## config.mk

```make
export PLATFORM = sky130hd
export DESIGN_NAME = mer_out_fifo
export DESIGN_NICKNAME = d
export VERILOG_FILES = /design/src/mer_pkg.sv /design/src/mer_out_fifo.sv
export SDC_FILE = /design/constraint.sdc
export NUM_CORES = 1
export LEC_CHECK = 0
export BUFFER_PORTS_ARGS = -buffer_cell sky130_fd_sc_hd__buf_2
export CORE_UTILIZATION = 49
export DETAILED_ROUTE_END_ITERATION = 10
export PLACE_DENSITY = 0.81
export SLEW_MARGIN = 25
export SYNTH_ARGS = -nofsm -noshare
export SYNTH_HDL_FRONTEND = slang
export SYNTH_SLANG_ARGS = --single-unit
```

## constraint.sdc

```tcl
create_clock -name clk_i -period 2 [get_ports clk_i]
set_input_delay 0.1 -clock clk_i [delete_from_list [all_inputs] [get_ports clk_i]]
set_output_delay 0.1 -clock clk_i [all_outputs]
set_load 0.01 [all_outputs]
```

## src/mer_pkg.sv

```systemverilog
package mer_pkg;

  localparam int MaxWidth  = 1024;
  localparam int MaxHeight = 1024;

  localparam int PixW     = 8;
  localparam int CfgDataW = 11;
  localparam int CfgAddrW = 2;
  localparam int ColW     = $clog2(MaxWidth);
  localparam int RowW     = CfgDataW;
  localparam int OcW      = $clog2(MaxWidth * MaxHeight);
  localparam int CntW     = OcW + 1;
  localparam int WinCols  = 2;
  localparam int FifoDepth = 2;
  localparam int LineW    = 2 * PixW;

  localparam int ResetThreshold = 2;
  localparam int ResetWidth     = 640;
  localparam int ResetHeight    = 480;

  typedef logic [PixW-1:0] pix_t;

  typedef enum logic [CfgAddrW-1:0] {
    CfgThreshold = 2'd0,
    CfgWidth     = 2'd1,
    CfgHeight    = 2'd2
  } cfg_reg_e;

  typedef enum logic {
    CmdPixel = 1'b0,
    CmdFlush = 1'b1
  } cmd_e;

  typedef struct packed {
    pix_t bot;
    pix_t mid;
    pix_t top;
  } column_t;

  typedef struct packed {
    logic bot;
    logic mid;
    logic top;
  } bgflags_t;

  typedef struct packed {
    logic last;
    pix_t pixel;
  } out_item_t;

  function automatic logic is_bg(input pix_t p, input pix_t thr);
    return p <= thr;
  endfunction

  function automatic bgflags_t col_bg(input column_t c, input pix_t thr);
    bgflags_t f;
    f.top = is_bg(c.top, thr);
    f.mid = is_bg(c.mid, thr);
    f.bot = is_bg(c.bot, thr);
    return f;
  endfunction

  function automatic logic [CfgDataW-1:0] clamp_dim(input logic [CfgDataW-1:0] d,
                                                    input logic [CfgDataW-1:0] m);
    logic [CfgDataW-1:0] r;
    if (d == '0) begin
      r = CfgDataW'(1);
    end else if (d > m) begin
      r = m;
    end else begin
      r = d;
    end
    return r;
  endfunction

endpackage

```

## src/mer_out_fifo.sv

```systemverilog
module mer_out_fifo import mer_pkg::*; (
  input  logic      clk_i,
  input  logic      rst_ni,
  input  logic      push_i,
  input  out_item_t push_item_i,
  input  logic      pop_i,
  output logic      full_o,
  output logic      valid_o,
  output out_item_t item_o
);

  localparam int PtrW = (FifoDepth > 1) ? $clog2(FifoDepth) : 1;
  localparam int CntFW = $clog2(FifoDepth + 1);

  out_item_t        mem_q [FifoDepth];
  logic [PtrW-1:0]  wr_ptr_q, wr_ptr_d, rd_ptr_q, rd_ptr_d;
  logic [CntFW-1:0] cnt_q, cnt_d;
  logic             do_push, do_pop;

  assign full_o  = (cnt_q == CntFW'(FifoDepth));
  assign valid_o = (cnt_q != '0);
  assign item_o  = mem_q[rd_ptr_q];
  assign do_push = push_i && !full_o;
  assign do_pop  = pop_i && valid_o;

  always_comb begin
    wr_ptr_d = wr_ptr_q;
    rd_ptr_d = rd_ptr_q;
    cnt_d    = cnt_q;
    if (do_push) begin
      wr_ptr_d = (wr_ptr_q == PtrW'(FifoDepth - 1)) ? '0 : wr_ptr_q + PtrW'(1);
    end
    if (do_pop) begin
      rd_ptr_d = (rd_ptr_q == PtrW'(FifoDepth - 1)) ? '0 : rd_ptr_q + PtrW'(1);
    end
    if (do_push && !do_pop) begin
      cnt_d = cnt_q + CntFW'(1);
    end else if (do_pop && !do_push) begin
      cnt_d = cnt_q - CntFW'(1);
    end
  end

  always_ff @(posedge clk_i or negedge rst_ni) begin
    if (!rst_ni) begin
      wr_ptr_q <= '0;
      rd_ptr_q <= '0;
      cnt_q    <= '0;
    end else begin
      wr_ptr_q <= wr_ptr_d;
      rd_ptr_q <= rd_ptr_d;
      cnt_q    <= cnt_d;
    end
  end

  always_ff @(posedge clk_i) begin
    if (do_push) begin
      mem_q[wr_ptr_q] <= push_item_i;
    end
  end

endmodule

```

==> results of run 1 <==
## path summary, 6_finish.rpt
kind	startpoint	slack, ns	to	cells past startpoint
setup / recovery	rd_ptr_q	0.46	item_o[6]	2
hold / removal	pop_i	0.07	rd_ptr_q	3
setup reg to reg	cnt_q[0]	0.52	cnt_q[1]	7
hold reg to reg	wr_ptr_q	0.50	wr_ptr_q	1
max in group asynchronous	rst_ni	1.76	cnt_q[0]	2
min in group asynchronous	rst_ni	0.12	cnt_q[1]	2
## area by class of cell
cell class	instances	area, sq um
fill	109	435
inverter	2	7.51
clock buffer	4	36.3
timing repair buffer	34	223
tap	16	20.0
multi-input combinational	22	196
sequential	22	641
## metal layers
metal	routed length [um]	share of wire, %	GRT usage (%)
met3	53	4.0	3.75
met1	543	41	17.4
met4	7	0.52	7.50
met5	0	0	0
met2	733	55	29.6
## logic make-up (layout without fill, tap and decap cells)
kind of cell / after synthesis / in the layout
DFF: 22 / 22
xor gates and xnor gates: 5 / 5
adders and majority gates: 1 / 1
buffers and inverters: 3 / 40
and+or+nand+nor: 7 / 7
muxes: 9 / 9
## report_power, final
part | internal (uW) | leakage (uW) | total [uW] | switching (uW)
Combinational | 269 | 0.000233 | 500 | 231
Sequential | 638 | 0.000214 | 726 | 87.3
Clock | 111 | 0.0000210 | 234 | 123
## registers in the layout (all words and copies together), names as in the netlist
signal    flops
mem_q        18
cnt_q         2
rd_ptr_q      1
wr_ptr_q      1
## tightest hold or removal path, stage by stage
cell and delay, ns:
buf_2 0.10, nand2_2 0.07, xnor2_1 0.06
## placed cells by master (no fill, tap or decap)
| cell | count |
|---|---|
| nor2_1 | 2 |
| buf_4 | 1 |
| dlygate4sd3_1 | 10 |
| clkbuf_4 | 3 |
| edfxtp_1 | 18 |
| xor2_1 | 2 |
| or2_4 | 1 |
| clkbuf_8 | 1 |
| and3_1 | 1 |
| xnor2_1 | 3 |
| ha_1 | 1 |
| nand2_2 | 1 |
| nand2_1 | 1 |
| nand2b_1 | 1 |
| inv_1 | 2 |
| dfrtp_1 | 4 |
| mux2_2 | 9 |
| buf_2 | 23 |
## Yosys cell counts (all sizes together)
cell type and n:
mux2 9, xnor2 3, nor2 2, nand2 2
and3 1, edfxtp 18, ha 1, buf 1
or2 1, inv 2, xor2 2, dfrtp 4
nand2b 1
## per-stage QoR
step	cell area (sq um)	std cells	hold slack (ns)	setup WS, ns
global placement	987	86	-0.0871	0.617
floorplan	852	47	-0.196	0.590
finish	1120	100	0.0679	0.464
CTS	1120	100	0.0611	0.440
global route	1120	100	0.0562	0.370
detailed placement	987	86	-0.0905	0.515
==> metrics.md, run 1 <==
| Metric | Value |
|---|---|
| First-pass GRT wire length | approximately 2.1 mm |
| Core area | ~1600 sq um |
| Multiplexer share of the synthesized area | around an eighth |
| Status | complete, but fails checks |
| Syn_area_per_cell | roughly 18 sq um |
| Leakage Power | between 0.0004 and 0.0005 uW |
| Sequential area share after synthesis | about three quarters |
| Tightest Pin Transition | between 0.4 and 0.5 ns |
| Worst-Skew Late Latency | 0.29 ns |
| Yosys top cell by area | edfxtp_1 |
| Pin count of the biggest net entering global routing | 13 |
| GRT overflow | 0 |
| HP Class | in -> reg |
| Pwr Density | between 1000 and 1500 nW/um^2 |
| Worst setup skew after layout | ~0.0021 ns |
| Crit path largest cell delay | 0.62 ns |
| Post-Synth XOR/XNOR Area | 5.14% |
| Final worst-path cycle share | between 70% and 80% |
| Post-CTS Setup Inserts | 0 |
| Critical-path cell list | mux2_2 -> buf_2 |
| Violated checks | design-rule violations |
| Yosys top cell area share | 63.4% |
| Synth Area in Simple Gates | between 4 and 5% |
| Post-DP HPWL | around 900 um |
| Achievable clock frequency | ~650 MHz |
| I/O pins | 24 |
| Initial antenna violation count | 0 |
| Clock root cell | clkbuf_4 |
| Crit-path max FO | 10 |
| Critical path capture point type | output pin |
| CTS resizes | 0 |
| Routed WL per cell | ~13 um |
| Die Area | approximately 1900 sq um |
| Syn. warnings | 0 |
| Total Wirelength | 1.34 mm |
| Critical setup path kind | reg -> out |
| Kind of cell adding the most delay to the critical path | flip-flops |
| Slowest CP cell | dfrtp_1 |
| Routed vias/inst | between 5 and 6 |
| Initial DRC Count | 4 |
| Maxcap violations | 0 |
| GPL Wtd Cong | roughly 0.68 |
| CP startpoint kind | register |
| Fraction of layout cells with a size suffix above 1 | about 46% |
| Die H | 43.7 um |
| Max Root-Sink Buffers | 2 |
| Max Slew Vio Count | 0 |
| ANT nets after route | 0 |
| GRT Util Overall | 16.2% |
| Final hold viol count | 0 |
| DRC | 1 |
| H-tree levels | 1 |
| Worst path bufs/invs | 1 |
| Final setup viols | 0 |
| Pre-Repair DR Iteration Count | 7 |
| Via total after detailed routing | a little over 500 |
| Post-synth cell types | 14 |
| Syn nets | 61 |
| Total power | 1460 uW |
| Area added between synthesis and finish | 31.9% |
| Synth area leaders | edfxtp_1, mux2_2, dfrtp_1 |
| Adder-Cell Fraction of Synth Area | 1.47% |
| Synthesized area | 852 sq um |
| RSZ-0062 raised after global routing | false |
| TritonCTS clock tree | yes |
| # rows | 14 |
| Die X | approximately 44 um |
| Compound-Gate Fraction of Synth Area | 0% |
| Vias in the first global route | 525 |
| Ant diodes | 0 |
| Nets@finish | 99 |
| Crit path DAT | approximately 1.4 ns |
| Post-synthesis cell count | 47 |
| Setup TNS | 0 ns |
| TritonCTS Buffers | 3 |
| Synth Register Bits | 22 |
| Clock Pin Slew Worst Setup and Hold Paths | ~0.11 ns |
| Tmin final | 1.54 ns |
| Worst Path Required | about 1.9 ns |
| Largest family of logic cells by synthesized area | multiplexers |
| Clock sinks | 22 |
| Slew HR | about 71% |
| Max rail drop VDD | 0.912 mV |
| Initial core utilization | approximately 55% |
| Final Util | 72.1% |
| # hold bufs at CTS | 10 |
| Port buffer count | 23 |
(Power assumes the default switching activity.)
==> run 2, diff against run 1 <==
--- a/config.mk
+++ b/config.mk
@@ -5,10 +5,11 @@
 export SDC_FILE = /design/constraint.sdc
 export NUM_CORES = 1
 export LEC_CHECK = 0
+export ABC_AREA = 1
 export BUFFER_PORTS_ARGS = -buffer_cell sky130_fd_sc_hd__buf_2
-export CORE_UTILIZATION = 49
+export CORE_UTILIZATION = 44
 export DETAILED_ROUTE_END_ITERATION = 10
-export PLACE_DENSITY = 0.81
+export PLACE_DENSITY = 0.76
 export SLEW_MARGIN = 25
 export SYNTH_ARGS = -nofsm -noshare
 export SYNTH_HDL_FRONTEND = slang
==> constraint.sdc (replaced) <==
create_clock -name clk_i -period 1.4 [get_ports clk_i]
set_input_delay 0.07 -clock clk_i [delete_from_list [all_inputs] [get_ports clk_i]]
set_output_delay 0.07 -clock clk_i [all_outputs]
set_load 0.01 [all_outputs]
==> metrics.md, run 2 <==
| Metric | Value |
|---|---|
| Tmin final | roughly 1.3 ns |
| TritonCTS Buffers | 3 (unchanged) |
| Commonest non-fill, non-tap cell in the layout | nand2_1 |
| Ant diodes | 0 (unchanged) |
| Initial antenna violation count | 0 (unchanged) |
| Syn. warnings | 0 (unchanged) |
| Area added between synthesis and finish | 40.3% |
| Worst Path Required | 1.33 ns (-0.57 ns) |
| Die X | 47.0 um (+7.6%) |
| Number of synthesized flops with an enable pin | 18 (unchanged) |
| CP startpoint kind | register |
| RSZ-0062 raised after global routing | false |
| Die H | 47.0 um (+7.6%) |
| Crit path DAT | 1.21 ns (-0.23 ns) |
| Kind of cell adding the most delay to the critical path | flip-flops |
| GRT Util Overall | 16.5% (+0.37 points) |
| Synth Register Bits | 22 (unchanged) |
| Post-DP HPWL | 1.08 mm (+21%) |
| DRC | 0 (-1) |
| Post-synthesis cell count | 78 (+66%) |
| Pre-Repair DR Iteration Count | 4 (-3) |
| Sequential area share after synthesis | 71.8% (-3.4 points) |
| Synthesized area | 892 sq um (+4.7%) |
| Critical path capture point type | output pin |
| Clock sinks | 22 (unchanged) |
| Total Wirelength | 1.54 mm (+15%) |
| TritonCTS clock tree | yes |
| HP Class | in -> reg |
| Maxcap violations | 0 (unchanged) |
| Top_reg_cell synth | edfxtp_1 |
| Port buffer count | 23 (unchanged) |
| Slowest CP cell | dfrtp_2 |
| Via total after detailed routing | 641 (+24%) |
| RR Startpoint | cnt_q[1] |
| GRT overflow | 0 (unchanged) |
| Nets@finish | 133 (+34%) |
| Post-synth cell types | 15 (+1) |
| # rows | 15 (+1) |
| HP Start | pop_i |
| Clock root cell | clkbuf_4 |
| Pin count of the biggest net entering global routing | 14 (+1) |
| Die Area | 2210 sq um (+16%) |
| Routed WL per cell | 10.8 um (-20%) |
| Pwr Density | 1960 nW/um^2 (+51%) |
| Yosys top cell by area | edfxtp_1 |
| Clock Pin Slew Worst Setup and Hold Paths | 0.12 ns (about the same) |
| Tightest Pin Transition | 0.242 ns (-0.185 ns) |
| Leakage Power | 0.000574 uW (+23%) |
| Asr flop ratio synth | 18.2% (unchanged) |
| H-tree levels | 1 (unchanged) |
| # fillers | 150 (+38%) |
| Achievable clock frequency | 784 MHz |
| GPL Wtd Cong | 0.693 (+1.9%) |
| R2R depth | 6 (-1) |
| Critical-path cell list | buf_4 -> nand2_1 -> nand2_1 -> buf_2 |
| Max rail drop VDD | 1.41 mV (+55%) |
| Synth area leaders | edfxtp_1, nand2_1, dfrtp_1 |
| DP Area | 1080 sq um (+9.0%) |
| Slew HR | 83.7% (+12 points) |
| Max Root-Sink Buffers | 2 (unchanged) |
| Final setup viols | 0 (unchanged) |
| Initial DRC Count | 16 (+12) |
| Commonest cells after routing, fill and taps aside | nand2_1, buf_2, edfxtp_1 |
| Hold Crit Depth | 3 (unchanged) |
| Flop2flop setup slack | 0.14 ns (-0.38 ns) |
| Fraction of layout cells with a size suffix above 1 | 36.4% (-10 points) |
| Design Area, Final | 1250 sq um (+11%) |
| Initial core utilization | 49.0% (-5.7 points) |
| Core area | 1820 sq um (+17%) |
| First-pass GRT wire length | 2.35 mm (+11%) |
| Final worst-path cycle share | slightly above 90% |
| Crit path largest cell delay | 0.48 ns (-0.14 ns) |
| Status | finished, final reports clean |
| Max Slew Vio Count | 0 (unchanged) |
| Max FFs per register | 18 (unchanged) |
| Yosys top cell area share | 60.6% (-2.8 points) |
| Worst setup skew after layout | 0.00696 ns (+0.00482 ns) |
| ANT nets after route | 0 (unchanged) |
| Final hold viol count | 0 (unchanged) |
| Worst hold endpoint | rd_ptr_q |
| Most common cell in the netlist | nand2_1 |
| Worst path bufs/invs | 2 (+1) |
| R2r endpoint | mem_q[0][4] |
| Top Registers | mem_q (18), cnt_q (2) |
| Top post-synthesis cells by count | nand2_1, edfxtp_1, inv_1 |
| Syn_area_per_cell | 11.4 sq um (-37%) |
| Total power | 2460 uW (+69%) |
| Routed vias/inst | 4.48 (-13%) |
| Post-CTS Setup Inserts | 0 (unchanged) |
| Worst-Skew Late Latency | 0.31 ns (+0.02 ns) |
| Crit-path max FO | 6 (-4) |
| Critical setup path kind | reg -> out |
| Setup TNS | 0 ns (unchanged) |
| Vias in the first global route | 606 (+15%) |
| Largest Register | mem_q |
| Cell mode on critical path | nand2_1 |
| Syn nets | 92 (+51%) |
| I/O pins | 24 (unchanged) |
==> run 2: cell types whose count changed after synthesis, sizes merged, moves of 2 or more <==
cell / delta
xnor2: -2
inv: +6
nand3: +2
nand2: +36
mux2: -9
xor2: -2
==> run 2: area by class of cell <==
type	count	area (sq um)	share of cell area, %
tap	25	31.3	2.50
multi-input combinational	47	234	18.7
clock buffer	3	22.5	1.80
clock inverter	1	30.0	2.40
timing repair buffer	37	258	20.6
sequential	22	643	51.4
inverter	8	32.5	2.60
==> run 2: worst max-delay path by stage <==
stage,startpoint,to,slack (ns),depth (start not counted)
after detailed placement,cnt_q[0],cnt_q[1],0.04,7
after global routing,cnt_q[1],mem_q[1][1],0.03,4
after global placement,cnt_q[0],cnt_q[1],0.11,7
after floorplan,cnt_q[0],mem_q[1][0],0.06,2
final,rd_ptr_q,item_o[4],0.12,4
after CTS,cnt_q[0],cnt_q[1],0.02,7
==> run 2: worst min-delay path: cells and delay by family <==
family                 cells  cell delay, ns
and+or+nand+nor            2            0.13
buffers and inverters      1            0.11
==> run 2: what timing repair did <==
item,4_1_cts,5_1_grt
endpoints found under the setup margin,0,3
hold buffers,10,0
resized for setup,0,5
endpoints found under the hold margin,22,0
==> run 2: power breakdown <==
group	total (uW)	leakage (uW)	internal, uW	switching [uW]
Combinational	970	0.000333	411	560
Sequential	1010	0.000213	912	99.0
Clock	477	0.0000279	289	187
==> run 2: logic make-up after synthesis <==
logic type,count (synthesis),share of synthesized area [%]
buf+inv,9,3.93
compound gates,1,0.560
simple gates,44,21.3
fa+ha+maj,1,1.40
flops,22,71.8
xor+xnor,1,0.982
==> run 2: routing by layer <==
layer  vias up  share of wire [%]  track usage [%]
met3         4                3.1             2.31
met1       291                 42             17.0
met4         0                1.8             12.0
met5         -                  0                0
met2        15                 53             30.3
li1        331                  -                -
==> run 2: through the flow <==
stage	utilization, %	hold slack, ns	cells	setup slack (ns)
final	68.7	0.0182	143	0.125
after global routing	68.7	0.00482	143	0.0336
after CTS	67.5	0.00960	143	0.0200
after detailed placement	59.1	-0.120	129	0.0389
after global placement	59.1	-0.117	129	0.114
after floorplan	-	-0.226	78	0.0613
