## src/mer_pkg.sv

```systemverilog
package mer_pkg;

  localparam int MaxWidth  = 1024;
  localparam int MaxHeight = 1024;

  localparam int PixW     = 8;
  localparam int CfgDataW = 11;
  localparam int CfgAddrW = 2;
  localparam int ColW     = $clog2(MaxWidth);
  localparam int RowW     = CfgDataW;
  localparam int OcW      = $clog2(MaxWidth * MaxHeight);
  localparam int CntW     = OcW + 1;
  localparam int WinCols  = 2;
  localparam int FifoDepth = 2;
  localparam int LineW    = 2 * PixW;

  localparam int ResetThreshold = 2;
  localparam int ResetWidth     = 640;
  localparam int ResetHeight    = 480;

  typedef logic [PixW-1:0] pix_t;

  typedef enum logic [CfgAddrW-1:0] {
    CfgThreshold = 2'd0,
    CfgWidth     = 2'd1,
    CfgHeight    = 2'd2
  } cfg_reg_e;

  typedef enum logic {
    CmdPixel = 1'b0,
    CmdFlush = 1'b1
  } cmd_e;

  typedef struct packed {
    pix_t bot;
    pix_t mid;
    pix_t top;
  } column_t;

  typedef struct packed {
    logic bot;
    logic mid;
    logic top;
  } bgflags_t;

  typedef struct packed {
    logic last;
    pix_t pixel;
  } out_item_t;

  function automatic logic is_bg(input pix_t p, input pix_t thr);
    return p <= thr;
  endfunction

  function automatic bgflags_t col_bg(input column_t c, input pix_t thr);
    bgflags_t f;
    f.top = is_bg(c.top, thr);
    f.mid = is_bg(c.mid, thr);
    f.bot = is_bg(c.bot, thr);
    return f;
  endfunction

  function automatic logic [CfgDataW-1:0] clamp_dim(input logic [CfgDataW-1:0] d,
                                                    input logic [CfgDataW-1:0] m);
    logic [CfgDataW-1:0] r;
    if (d == '0) begin
      r = CfgDataW'(1);
    end else if (d > m) begin
      r = m;
    end else begin
      r = d;
    end
    return r;
  endfunction

endpackage

```

## src/mer_cell.sv

```systemverilog
module mer_cell import mer_pkg::*; (
  input  logic     clk_i,
  input  logic     shift_i,
  input  pix_t     thr_i,
  input  column_t  col_i,
  output column_t  col_o,
  output bgflags_t bg_o
);

  column_t col_q;

  always_ff @(posedge clk_i) begin
    if (shift_i) begin
      col_q <= col_i;
    end
  end

  assign col_o = col_q;
  assign bg_o  = col_bg(col_q, thr_i);

endmodule

```

## config.mk

```make
export PLATFORM = sky130hd
export DESIGN_NAME = mer_cell
export DESIGN_NICKNAME = d
export VERILOG_FILES = /design/src/mer_pkg.sv /design/src/mer_cell.sv
export SDC_FILE = /design/constraint.sdc
export NUM_CORES = 1
export LEC_CHECK = 0
export BUFFER_PORTS_ARGS = -buffer_cell sky130_fd_sc_hd__buf_4
export CAP_MARGIN = 40
export CELL_PAD_IN_SITES_DETAIL_PLACEMENT = 0
export CELL_PAD_IN_SITES_GLOBAL_PLACEMENT = 1
export CORE_UTILIZATION = 35
export CTS_CLUSTER_SIZE = 30
export DETAILED_ROUTE_END_ITERATION = 16
export PLACE_DENSITY = 0.8
export REMOVE_ABC_BUFFERS = 1
export SYNTH_ARGS = -nofsm -noshare
export SYNTH_HDL_FRONTEND = slang
export SYNTH_SLANG_ARGS = --single-unit
```

## constraint.sdc

```tcl
create_clock -name clk_i -period 1.8 [get_ports clk_i]
set_clock_uncertainty 0.1 [all_clocks]
set_input_delay 0.45 -clock clk_i [delete_from_list [all_inputs] [get_ports clk_i]]
set_output_delay 0.45 -clock clk_i [all_outputs]
set_load 0.05 [all_outputs]
```

==> results of run 1 <==
cell families (layout without fill, tap and decap cells):
group,count (synthesis),in the layout,synth area share [%]
DFF,24,24,55.0
buffers and inverters,10,92,2.87
adders and majority gates,24,24,22.9
AOI/OAI and AO/OA,21,21,12.3
and+or+nand+nor,12,12,6.88
cells in the final DEF (no fill, tap or decap):
| cell type | count |
|---|---|
| buf_6 | 4 |
| edfxtp_1 | 24 |
| ha_1 | 19 |
| clkinvlp_4 | 1 |
| o21ai_0 | 2 |
| clkbuf_8 | 3 |
| ha_4 | 5 |
| inv_1 | 9 |
| nor2b_4 | 3 |
| o21ai_1 | 1 |
| buf_4 | 75 |
| nand2_1 | 3 |
| a21oi_2 | 6 |
| o22ai_2 | 3 |
| nand4_1 | 6 |
| o211ai_2 | 3 |
| a21oi_1 | 6 |
per-layer routing:
metal | GRT usage, % | share of wire [%]
met1 | 17.2 | 39
met2 | 29.7 | 57
met3 | 1.81 | 2.4
met4 | 5.11 | 1.2
met5 | 0 | 0
cell type report:
class,instances,area (um^2)
inverter,10,41.3
fill,298,1370
timing repair buffer,79,608
tap,46,57.6
multi-input combinational,57,626
sequential,24,721
clock buffer,3,41.3
metrics by stage:
stage          setup TNS, ns  cells  instance area [um^2]
6_report               -1.11    219                  2090
5_1_grt                -1.34    219                  2090
4_1_cts                -1.14    215                  1980
3_5_place_dp          -0.984    211                  1920
3_3_place_gp           -1.01    211                  1920
2_1_floorplan          -1.41     91                  1310
power by group:
part | leakage [nW] | internal [W] | total [W] | switching (W)
clock | 0.0216 | 0.000150 | 0.000319 | 0.000169
combinational | 0.690 | 0.000253 | 0.000596 | 0.000344
sequential | 0.235 | 0.000666 | 0.000695 | 0.0000295
path summary, 6_finish.rpt:
path                        to  slack (ns)  depth (start not counted)     start
worst max-delay path   bg_o[0]       -0.38                          6  col_o[1]
worst min-delay path  col_o[1]        0.25                          1  col_i[1]
what timing repair did:
action	CTS	global route
cloned	0	0
setup buffers	1	4
setup endpoints to repair	3	3
pin swaps	0	2
resized for setup	4	10
worst max-delay path, delay by kind of cell (launching register included):
family | cells | cell delay [ns]
compound gates | 3 | 0.33
simple gates | 1 | 0.13
fa+ha+maj | 1 | 0.29
flops | 1 | 0.44
buf+inv | 1 | 0.16
==> flow_summary.yaml, run 1 <==
setup_path:
  critical_path_class: "flop to primary output"
  end_kind: "primary output"
  critPathSlowestCell: "edfxtp_1"
  arrival_ns: 1.63
  worstPathCellList: "ha_4 > nor2b_4 > o211ai_2 > a21oi_2 > o22ai_2 > buf_6"
  critPathRequiredTime_ns: 1.25
  critPathLaunchType: "flop"
  crit_fanout: 2
  max_stage_delay_ns: 0.44
sta:
  slew_violations: 0
  setup_violations: 3
  max_freq_mhz: 460
  worst_pin_slew_ns: 0.318
  setup_ws_ns: -0.375
  period_minus_slack_ns: 2.18
  rsz0062_at_grt: "yes"
  timing.hold.ws_ns: 0.252
  slew_headroom_pct: 78.8
  post-route-period-util_pct: 121
  finalHoldViolations: 0
grt:
  grt-ovfl-total: 0
  antenna_found_initial: 0
  grt_max_degree: 25
  grt_pass1_wl_um: 4740
  grt_pass1_vias: 1083
  gr-usage-all-layers_pct: 15.4
logic_synthesis:
  yosys_register_bits: 24
  seq_area_frac_synth_pct: 55.0
  avgSynthCellArea_um2: 14.4
  yosys-top-cells-count: "edfxtp_1 (24), ha_1 (24), inv_1 (10)"
  synth_top_area_share_pct: 55.0
  ys.warnings.count: 0
  syn-cell-area_mm2: 0.00131
  syn_inst: 91
  synthArstFlopShare_pct: 0
  yosys.cell_types.count: 11
  ys.flop_type: "edfxtp_1"
  synthTopCellsByArea: "edfxtp_1 (55%), ha_1 (23%), a21oi_1 (3.4%)"
  yosysTopAreaCell: "edfxtp_1"
  synth_edf_count: 24
clock_network:
  cts_hold_buf: 0
  h-tree-depth: 1
  clkTransAtPathRegs_ns: 0.08
  cts_tree: "yes"
  cts_num_sinks: 24
  cts_buffers: 3
  cts_buffer_depth: 2
  cts_root_buffer: "clkbuf_8"
power:
  ir_worst_vdd_v: 0.000415
  p_leak_nw: 0.947
  power.density_mw_per_mm2: 769
  p_total_w: 0.00161
outcome:
  status: "finished with violations"
  violations: "setup timing"
finish:
  area_delta_synth_final_pct: 59.9
  num_antenna_cells: 0
  final_nets: 233
  largest_reg_flops: 24
  post-route-util_pct: 60.4
  drive_above_1_share_pct: 59.5
hold_path:
  worstHoldPathType: "input pin to flop"
detailed_routing:
  ant_nets: 0
  vias: 1039
  drt_pass1_iterations: 2
  drt_iter0_drc: 25
  wl_per_cell_um: 14.1
  drt-total-wl_um: 3100
  viasPerCell: 4.74
  drc_errors: 0
placed_design:
  gp_congestion: 0.737
  post-place-ws_ns: -0.332
  dp_hpwl_um: 2400
  io_buffers: 60
floorplan:
  start_util_pct: 37.8
  core_area_mm2: 0.00347
  num_rows: 21
  dieHeight_um: 63.2
  dieArea_mm2: 0.00399
  die_width_um: 63.2
  pin_count: 61
flow_run:
  cap_violations: 0
Power figures use the tool's default switching activity.
==> inputs of run 2 (changes only) <==
--- a/config.mk
+++ b/config.mk
@@ -6,7 +6,7 @@
 export NUM_CORES = 1
 export LEC_CHECK = 0
 export BUFFER_PORTS_ARGS = -buffer_cell sky130_fd_sc_hd__buf_4
-export CAP_MARGIN = 40
+export CAP_MARGIN = 20
 export CELL_PAD_IN_SITES_DETAIL_PLACEMENT = 0
 export CELL_PAD_IN_SITES_GLOBAL_PLACEMENT = 1
 export CORE_UTILIZATION = 35
==> constraint.sdc (replaced) <==
create_clock -name clk_i -period 1.8 [get_ports clk_i]
set_clock_uncertainty 0.1 [all_clocks]
set_input_delay 0.18 -clock clk_i [delete_from_list [all_inputs] [get_ports clk_i]]
set_output_delay 0.18 -clock clk_i [all_outputs]
set_load 0.05 [all_outputs]
==> run 2 against run 1 <==
Compared with the run above: the flow still finishes with violations (setup timing); worst setup slack improved by 0.30 ns; highest routed layer unchanged; sequential share of layout area fell by 2.2 points; critical endpoint is now bg_o[1]; die area did not move; flip-flop and latch count did not move; first-iteration DRC count rose by 110%; routed wire length rose by 12%; critical path type unchanged; fmax rose by 16%.
==> flow_summary.yaml, run 2 (synthesis results as in run 1) <==
setup_path:
  critPathLaunchType: "flop"
  critical_path_class: "flop to primary output"
  crit_fanout: 2
  critPathRequiredTime_ns: 1.52
  arrival_ns: 1.59
  end_kind: "primary output"
floorplan:
  start_util_pct: 37.8
  die_width_um: 63.2
  dieArea_mm2: 0.00399
  dieHeight_um: 63.2
  core_area_mm2: 0.00347
  pin_count: 61
  num_rows: 21
finish:
  final_common_cell: "buf_4"
  final_nets: 243
  num_antenna_cells: 0
  mostFrequentLayoutCells: "buf_4 (62), edfxtp_1 (24), dlygate4sd3_1 (24), ha_1 (18), inv_1 (10)"
  drive_above_1_share_pct: 48.4
  area_delta_synth_final_pct: 70.9
  final_cells: 230
  largest_reg_flops: 24
sta:
  slew_headroom_pct: 77.4
  finalHoldViolations: 0
  setup_ws_ns: -0.0718
  worst_pin_slew_ns: 0.339
  slew_violations: 0
  max_freq_mhz: 534
  timing.hold.ws_ns: 0.237
  post-route-period-util_pct: 104
  setup_violations: 3
  period_minus_slack_ns: 1.87
  rsz0062_at_grt: "yes"
flow_run:
  cap_violations: 0
clock_network:
  cts_root_buffer: "clkbuf_8"
  cts_buffers: 3
  clkTransAtPathRegs_ns: 0.09
  h-tree-depth: 1
  cts_num_sinks: 24
  cts_buffer_depth: 2
  cts_tree: "yes"
power:
  p_total_w: 0.00164
  power.density_mw_per_mm2: 732
  p_leak_nw: 0.985
  ir_worst_vdd_v: 0.000474
detailed_routing:
  viasPerCell: 4.85
  drt_iter0_drc: 52
  drt_pass1_iterations: 4
  drc_errors: 0
  ant_nets: 0
  wl_per_cell_um: 15.1
  drt-total-wl_um: 3480
  vias: 1116
placed_design:
  dp_hpwl_um: 2450
  post-place-ws_ns: 0.141
  post-place-cells: 197
  io_buffers: 60
  gp_congestion: 0.739
grt:
  grt_pass1_vias: 1241
  grt_pass1_wl_um: 5400
  antenna_found_initial: 0
  gr-usage-all-layers_pct: 17.6
  grt_max_degree: 25
  grt-ovfl-total: 0
outcome:
  status: "finished with violations"
  violations: "setup timing"
hold_path:
  worstHoldPathType: "input pin to flop"
## run 2: worst paths after layout
kind / slack (ns) / cells after the start / end / start
max: -0.07 / 6 / bg_o[1] / col_o[9]
min: 0.24 / 1 / col_o[0] / shift_i
## run 2: per-layer routing
layer  vias up  global-route usage, %  wire, um
met4         0                   8.52        51
met1       545                   18.7      1300
met5         -                      0         0
li1        536                      -         -
met3         6                   1.99        98
met2        29                   34.0      2030
## run 2: area by class of cell
type | instances | area, um^2
fill | 291 | 1230
multi-input combinational | 57 | 638
timing repair buffer | 89 | 739
inverter | 10 | 37.5
tap | 46 | 57.6
clock buffer | 3 | 41.3
sequential | 24 | 721
clock inverter | 1 | 3.75
## run 2: report_power, final
| part | internal, W | total (W) | switching, W |
|---|---|---|---|
| clock network | 0.000153 | 0.000327 | 0.000175 |
| registers | 0.000666 | 0.000697 | 0.0000309 |
| logic | 0.000263 | 0.000615 | 0.000352 |
## run 2: critical path, cell delays in order (launching register included)
cell	delay (ns)
edfxtp_1	0.44
ha_4	0.29
nor2b_4	0.13
o211ai_2	0.08
a21oi_2	0.14
o22ai_2	0.08
buf_6	0.16
## run 2: what timing repair did
action	CTS	global route
resized for setup	6	8
pin swaps	0	4
setup buffers	0	5
hold buffers	24	0
endpoints found under the setup margin	3	3
hold endpoints to repair	24	0
## run 2: per-stage QoR
| stage | cell area [um^2] | utilization, % | TNS [ns] |
|---|---|---|---|
| 6_report | 2240 | 64.5 | -0.195 |
| 2_1_floorplan | 1310 | - | -0.604 |
| 5_1_grt | 2240 | 64.5 | -0.374 |
| 3_3_place_gp | 1820 | 52.4 | 0 |
| 4_1_cts | 2130 | 61.4 | -0.304 |
| 3_5_place_dp | 1820 | 52.4 | 0 |
==> inputs of run 3 (changes only) <==
--- a/config.mk
+++ b/config.mk
@@ -12,6 +12,7 @@
 export CORE_UTILIZATION = 35
 export CTS_CLUSTER_SIZE = 30
 export DETAILED_ROUTE_END_ITERATION = 16
+export HOLD_SLACK_MARGIN = 0.02
 export PLACE_DENSITY = 0.8
 export REMOVE_ABC_BUFFERS = 1
 export SYNTH_ARGS = -nofsm -noshare
==> constraint.sdc (replaced) <==
create_clock -name clk_i -period 2 [get_ports clk_i]
set_clock_uncertainty 0.1 [all_clocks]
set_input_delay 0.2 -clock clk_i [delete_from_list [all_inputs] [get_ports clk_i]]
set_output_delay 0.2 -clock clk_i [all_outputs]
set_load 0.05 [all_outputs]
==> run 3 against run 2 <==
Compared with the run above: the run now ends clean; clock power is 29% higher; core utilization is 2.4 points lower; critical path depth stayed put; sequential share of layout area is 1.2 points higher; non-clock buffer count is 3 lower; sequential power is 11% lower; combinational power is 15% lower; flip-flop and latch count stayed put; critical path type unchanged.
==> flow_summary.yaml, run 3 (synthesis results as in run 1) <==
finish:
  final_nets: 240
  drive_above_1_share_pct: 43.1
  final_common_cell: "buf_4"
  num_antenna_cells: 0
  area_delta_synth_final_pct: 64.6
  largest_reg_flops: 24
  mostFrequentLayoutCells: "buf_4 (59), ha_1 (24), edfxtp_1 (24), dlygate4sd3_1 (24), inv_1 (10)"
outcome:
  status: "finished, final reports clean"
clock_network:
  h-tree-depth: 1
  cts_buffers: 3
  cts_buffer_depth: 2
  cts_num_sinks: 24
  clkTransAtPathRegs_ns: 0.08
  cts_tree: "yes"
  cts_root_buffer: "clkbuf_8"
grt:
  grt-ovfl-total: 0
  gr-usage-all-layers_pct: 17.9
  antenna_found_initial: 0
  grt_pass1_wl_um: 5380
  grt_max_degree: 25
  grt_pass1_vias: 1219
floorplan:
  num_rows: 21
  dieArea_mm2: 0.00399
  pin_count: 61
  start_util_pct: 37.8
  core_area_mm2: 0.00347
  die_width_um: 63.2
  dieHeight_um: 63.2
power:
  switching_share_pct: 31.0
  ir_worst_vdd_v: 0.000362
  p_leak_nw: 0.981
  p_total_w: 0.00157
  clockPowerShare_pct: 27.0
  power_frac_comb_pct: 33.3
  power.density_mw_per_mm2: 726
  intPower_w: 0.00108
  p_sw_w: 0.000485
  power_frac_seq_pct: 39.8
detailed_routing:
  drc_errors: 0
  ant_nets: 0
  drt_pass1_iterations: 4
  viasPerCell: 4.84
  drt-total-wl_um: 3360
  vias: 1098
  drt_iter0_drc: 27
  wl_per_cell_um: 14.8
sta:
  finalHoldViolations: 0
  slew_headroom_pct: 78.7
  slew_violations: 0
  worst_pin_slew_ns: 0.320
  rsz0062_at_grt: "no"
  max_freq_mhz: 524
  timing.hold.ws_ns: 0.253
  setup_violations: 0
  period_minus_slack_ns: 1.91
  post-route-period-util_pct: 95.4
setup_path:
  critPathRequiredTime_ns: 1.70
  critPathLaunchType: "flop"
  crit_fanout: 2
  end_kind: "primary output"
  arrival_ns: 1.61
  critical_path_class: "flop to primary output"
flow_run:
  cap_violations: 0
placed_design:
  io_buffers: 60
  gp_congestion: 0.729
  dp_hpwl_um: 2450
hold_path:
  worstHoldPathType: "input pin to flop"
## run 3: cell types whose count changed in the layout (fill, tap and decap cells not counted)
cell	delta
a21oi_2	-3
a21oi_1	+3
buf_4	-3
bufinv_16	+1
ha_1	+6
clkinv_1	-1
ha_4	-6
## run 3: final cells by class
class                   instances  area [um^2]
fillers                       298         1310
flip-flops and latches         24          721
repair buffers                 86          717
multi-input cells              57          552
well taps                      46         57.6
clock buffers                   3         41.3
inverters                      10         37.5
clock inverters                 1         30.0
## run 3: what timing repair did
item                                   in CTS  in global routing
hold buffers                               24                  0
setup buffers                               0                  2
setup endpoints to repair                   0                  3
endpoints found under the hold margin      24                  0
resized for setup                           0                  5
## run 3: power groups by stage
stage	clock (W)	sequential, W	combinational (W)
6_report	0.000423	0.000622	0.000521
5_1_grt	0.000455	0.000627	0.000557
4_1_cts	0.000439	0.000623	0.000509
3_5_place_dp	0	0.000635	0.000470
3_3_place_gp	0	0.000633	0.000458
2_1_floorplan	0	0.000767	0.000166
## run 3: final timing paths
check,from,cells after the start,endpoint
hold / removal,shift_i,1,col_o[0]
setup / recovery,col_o[1],6,bg_o[0]
## run 3: per-layer routing
layer | vias to the layer above | track usage (%) | routed length [um]
met1 | 523 | 17.2 | 1260
met5 | - | 0 | 0
li1 | 532 | - | -
met4 | 0 | 11.1 | 143
met3 | 12 | 2.90 | 82
met2 | 31 | 34.9 | 1870
## run 3: stage by stage
step	setup WS (ns)	util, %	setup TNS, ns	cells	instance area [um^2]
CTS	0.0556	61.4	0	225	2130
finish	0.0916	62.2	0	227	2160
global placement	0.346	52.4	0	197	1820
detailed placement	0.353	52.4	0	197	1820
global route	0.00494	62.2	0	227	2160
floorplan	-0.0213	-	-0.0637	91	1310
## run 3: critical path, stage by stage (launching register included)
cell	delay, ns
edfxtp_1	0.41
ha_1	0.31
nor2b_4	0.13
o211ai_2	0.14
a21oi_2	0.07
o22ai_2	0.10
buf_6	0.18
